## src/spf_pkg.sv

```systemverilog
`timescale 1ns / 1ps

package spf_pkg;

	// Width of query values and of factors on the result side.
	localparam int VAL_W = 16;

	// Result status codes.
	localparam logic [1:0] ST_OK    = 2'd0;
	localparam logic [1:0] ST_NONE  = 2'd1;
	localparam logic [1:0] ST_RANGE = 2'd2;

	typedef enum logic [2:0] {
		S_CLEAR,
		S_PSTART,
		S_MARK,
		S_IDLE,
		S_CHECK,
		S_LOOK,
		S_DIV
	} state_t;

	// Commands from the controller to the datapath.
	typedef struct packed {
		logic       clear;       // clearing pass: write zero, step the address by one
		logic       wr;          // write the table at the sweep address
		logic       m_init;      // start the multiples at p squared
		logic       m_step;      // advance the sweep address
		logic       p_next;      // move on to the next smaller candidate p
		logic       n_load;      // capture a new query word
		logic       rd;          // read the table at the current value
		logic       emit;        // load the output register
		logic [1:0] emit_status; // status of the word being emitted
		logic       div_start;   // begin dividing the value by the table entry
		logic       div_step;    // one quotient bit
	} cmd_t;

	// Status from the datapath to the controller.
	typedef struct packed {
		logic m_end;     // next sweep address would pass the top of the table
		logic p_last;    // the candidate p is two
		logic is_range;  // current value is above the limit or above MAX_VALUE
		logic is_small;  // current value is zero or one
		logic is_prime;  // table entry read back is zero
		logic out_free;  // output register can take a word this cycle
		logic div_last;  // the divider is on its final bit
	} sts_t;

	// Integer square root, evaluated at elaboration time only.
	function automatic int isqrt(input int v);
		int r;
		int b;
		int t;
		r = 0;
		for (b = 10; b >= 0; b--) begin
			t = r + (1 << b);
			if (t * t <= v) begin
				r = t;
			end
		end
		return r;
	endfunction

endpackage

```

## src/spf_ctrl.sv

```systemverilog
`timescale 1ns / 1ps

module spf_ctrl import spf_pkg::*; (
	input  logic clk,
	input  logic arst_n,
	input  logic in_valid,
	output logic in_ready,
	input  sts_t sts,
	output cmd_t cmd
);

	state_t state_q;
	state_t state_d;

	always_ff @(posedge clk or negedge arst_n) begin
		if (!arst_n) begin
			state_q <= S_CLEAR;
		end else begin
			state_q <= state_d;
		end
	end

	always_comb begin
		state_d = state_q;
		unique case (state_q)
			S_CLEAR: begin
				if (sts.m_end) begin
					state_d = S_PSTART;
				end
			end
			S_PSTART: begin
				state_d = S_MARK;
			end
			S_MARK: begin
				if (sts.m_end) begin
					state_d = sts.p_last ? S_IDLE : S_PSTART;
				end
			end
			S_IDLE: begin
				if (in_valid) begin
					state_d = S_CHECK;
				end
			end
			S_CHECK: begin
				if (sts.is_range || sts.is_small) begin
					if (sts.out_free) begin
						state_d = S_IDLE;
					end
				end else begin
					state_d = S_LOOK;
				end
			end
			S_LOOK: begin
				if (sts.out_free) begin
					state_d = sts.is_prime ? S_IDLE : S_DIV;
				end
			end
			S_DIV: begin
				if (sts.div_last) begin
					state_d = S_CHECK;
				end
			end
			default: begin
				state_d = S_CLEAR;
			end
		endcase
	end

	always_comb begin
		cmd      = '0;
		in_ready = 1'b0;
		unique case (state_q)
			S_CLEAR: begin
				cmd.clear  = 1'b1;
				cmd.wr     = 1'b1;
				cmd.m_step = 1'b1;
			end
			S_PSTART: begin
				cmd.m_init = 1'b1;
			end
			S_MARK: begin
				cmd.wr     = 1'b1;
				cmd.m_step = 1'b1;
				cmd.p_next = sts.m_end && !sts.p_last;
			end
			S_IDLE: begin
				in_ready   = 1'b1;
				cmd.n_load = in_valid;
			end
			S_CHECK: begin
				if (sts.is_range || sts.is_small) begin
					cmd.emit        = sts.out_free;
					cmd.emit_status = sts.is_range ? ST_RANGE : ST_NONE;
				end else begin
					cmd.rd = 1'b1;
				end
			end
			S_LOOK: begin
				cmd.emit        = sts.out_free;
				cmd.emit_status = ST_OK;
				cmd.div_start   = sts.out_free && !sts.is_prime;
			end
			S_DIV: begin
				cmd.div_step = 1'b1;
			end
			default: begin
				cmd = '0;
			end
		endcase
	end

endmodule

```

## config.mk

```make
export PLATFORM = sky130hd
export DESIGN_NAME = spf_ctrl
export DESIGN_NICKNAME = d
export VERILOG_FILES = /design/src/spf_pkg.sv /design/src/spf_ctrl.sv
export SDC_FILE = /design/constraint.sdc
export NUM_CORES = 1
export LEC_CHECK = 0
export ABC_AREA = 1
export BUFFER_PORTS_ARGS = -buffer_cell sky130_fd_sc_hd__buf_2
export CAP_MARGIN = 20
export CELL_PAD_IN_SITES_DETAIL_PLACEMENT = 0
export CELL_PAD_IN_SITES_GLOBAL_PLACEMENT = 1
export CORE_MARGIN = 4
export CORE_UTILIZATION = 22
export CTS_CLUSTER_DIAMETER = 200
export DETAILED_ROUTE_END_ITERATION = 8
export PLACE_DENSITY_LB_ADDON = 0.25
export REMOVE_ABC_BUFFERS = 1
export SYNTH_ARGS = -nofsm -noshare
export SYNTH_HDL_FRONTEND = slang
export SYNTH_SLANG_ARGS = --single-unit
```

## constraint.sdc

```tcl
create_clock -name clk -period 1.06 [get_ports clk]
set_input_delay 0.265 -clock clk [delete_from_list [all_inputs] [get_ports clk]]
set_output_delay 0.265 -clock clk [all_outputs]
set_load 0.005 [all_outputs]
```

==> impl_metrics.env <==
export IMPL_power_density_nw_per_um2=2450
export IMPL_netlist_cell_type_count=17
export IMPL_setup_ws_ns=-0.370
export IMPL_cts_sinks=3
export IMPL_antenna_cells=0
export IMPL_cts_path_max_buffers=2
export IMPL_cap_violations=0
export IMPL_drv_slew=0
export IMPL_grt_overflow_total=0
export IMPL_port_buffers=22
export IMPL_largest_register="state_q"
export IMPL_fp_dieH_um=49.0
export IMPL_gp_congestion=0.759
export IMPL_clk_pin_slew_ns=0.04
export IMPL_grt_pass1_vias=505
export IMPL_grt_use_total_pct=10.1
export IMPL_ys_ff_latch=3
export IMPL_final_nets=118
export IMPL_initial_core_util_pct=23.9
export IMPL_layout_common_cells="buf_2, buf_4, nand2_1"
export IMPL_root_buffer="clkbuf_4"
export IMPL_violations="setup timing"
export IMPL_place_hpwl_um=920
export IMPL_row_count=14
export IMPL_fin_crit_sh_pct=135
export IMPL_drtIter0Drc=3
export IMPL_critical_path_class="reg -> out"
export IMPL_max_stage_delay_ns=0.42
export IMPL_cp_cell_sequence="buf_4, nand2_4, nor4_1, buf_2"
export IMPL_syn_avg_cell_area_um2=5.86
export IMPL_finalSetupViolations=16
export IMPL_power_leakage_nw=0.454
export IMPL_ys_warn_count=0
export IMPL_h_tree_depth=1
export IMPL_critical_path_slowest_cell="dfrtp_2"
export IMPL_drc=0
export IMPL_finalHoldViolations=0
export IMPL_period_minus_slack_ns=1.43
export IMPL_dr_total_vias=561
export IMPL_synthArstFlopShare_pct=100
export IMPL_cp_start_kind="flip-flop"
export IMPL_syn2layout_area_growth_pct=105
export IMPL_antenna_found_initial=0
export IMPL_skew_ns=0.00271
export IMPL_post_drt_via_cell_ratio=4.56
export IMPL_wl_per_cell_um=10.4
export IMPL_dominantRegCellSynth="dfrtp_1"
export IMPL_cp_max_fo=5
export IMPL_tritoncts="built"
export IMPL_ff2ff_path_depth=8
export IMPL_synth_cells=63
export IMPL_required_ns=0.79
export IMPL_r2r_start="state_q[1]$_DFFE_PN0P_"
export IMPL_drive_gt1_share_pct=65.4
export IMPL_pre_cts_slack_ns=-0.217
export IMPL_final_common_cell="buf_2"
export IMPL_ant_nets=0
export IMPL_dieArea_um2=2400
export IMPL_yosysSeqAreaShare_pct=20.3
export IMPL_die_w_um=49.0
export IMPL_io_pins=23
export IMPL_outcome="finished, violations left"
export IMPL_end_kind="output pin"
export IMPL_synth_edf_count=0
export IMPL_wirelength_um=1280
export IMPL_vdd_drop_max_mv=1.10
export IMPL_fin_area_um2=756
export IMPL_place_area_um2=562
export IMPL_hold_ws_ns=0.357
export IMPL_grt_max_degree=8
export IMPL_regToRegSetupSlack_ns=-0.17
export IMPL_reg_top3="state_q: 3 flops"
export IMPL_slew_headroom_pct=86.6
export IMPL_rsz0062_at_grt="true"
export IMPL_dr_pass1_iters=2
export IMPL_syn_area_um2=369
export IMPL_power_w=0.00185
export IMPL_tightest_slew_ns=0.199
export IMPL_hp_class="in -> async"
export IMPL_insertion_delay_ns=0.23
export IMPL_grt_pass1_wl_um=1950
export IMPL_fmax_ghz=0.699
export IMPL_coreArea_um2=1540
export IMPL_cts_made_buffers=3
export IMPL_crit_arrival_ns=1.17
export IMPL_r2r_end="state_q[2]$_DFFE_PN0P_"
export IMPL_largest_register_ffs=3
==> worst max path at each step <==
stage | from | endpoint | slack, ns | cells past startpoint
floorplan | state_q[2]$_DFFE_PN0P_ | cmd[1] | -0.14 | 4
global placement | state_q[1]$_DFFE_PN0P_ | cmd[2] | -0.23 | 6
detailed placement | state_q[1]$_DFFE_PN0P_ | cmd[2] | -0.22 | 6
CTS | state_q[1]$_DFFE_PN0P_ | cmd[2] | -0.39 | 6
global route | state_q[0]$_DFFE_PN0P_ | cmd[2] | -0.44 | 5
finish | state_q[1]$_DFFE_PN0P_ | cmd[7] | -0.37 | 4
==> kinds of logic (layout without fill, tap and decap cells) <==
group / count (synthesis) / count (layout) / synth area share [%]
AND/OR/NAND/NOR: 42 / 42 / 56.3
buffers and inverters: 14 / 58 / 16.6
AO/OA/AOI/OAI: 4 / 4 / 6.78
flip-flops: 3 / 3 / 20.3
==> layer usage <==
layer	share of wire [%]	track usage (%)
met1	43	13.2
met2	51	14.8
met3	5.5	3.36
met4	1.1	4.48
met5	0	0
==> synth_stat cells, types with 2 or more instances <==
cell	count	area, um2
nand3_1	4	20.0
o21bai_1	2	15.0
nor2_2	2	12.5
nand2_2	4	25.0
nor3_1	2	10.0
o21ai_0	2	10.0
buf_4	2	15.0
nor2_1	9	33.8
inv_1	8	30.0
nand3_2	2	20.0
nand2_1	15	56.3
nand4_1	2	12.5
dfrtp_1	3	75.1
inv_2	3	11.3
==> stage by stage <==
stage | setup TNS (ns) | std cells | utilization (%)
4_1_cts | -4.67 | 121 | 45.0
5_1_grt | -5.60 | 123 | 49.0
3_3_place_gp | -2.24 | 109 | 36.4
3_5_place_dp | -2.17 | 109 | 36.4
6_report | -4.51 | 123 | 49.0
2_1_floorplan | -0.557 | 60 | -
==> critical path, delay by kind of cell (launching register included) <==
family | cells | cell delay (ns)
AND/OR/NAND/NOR | 2 | 0.21
flip-flops | 1 | 0.42
buffers and inverters | 2 | 0.30
==> where the power goes <==
| part | internal [W] | total [W] | switching [W] |
|---|---|---|---|
| Clock | 0.000141 | 0.000200 | 0.0000585 |
| Sequential | 0.000177 | 0.000282 | 0.000105 |
| Combinational | 0.000717 | 0.00137 | 0.000652 |
==> repair_timing <==
action,CTS,global route
endpoints found under the hold margin,3,0
endpoints found under the setup margin,16,16
resized for setup,13,11
hold buffers,1,0
setup buffers,7,2
pin swaps,2,2
==> layout make-up <==
cell class | instances | area, um2
Multi-Input combinational cell | 46 | 305
Inverter | 11 | 41.3
Clock buffer | 4 | 26.3
Fill cell | 170 | 786
Tap cell | 16 | 20.0
Timing Repair Buffer | 43 | 284
Sequential cell | 3 | 78.8
No activity file was read; power rests on OpenSTA's default activity.
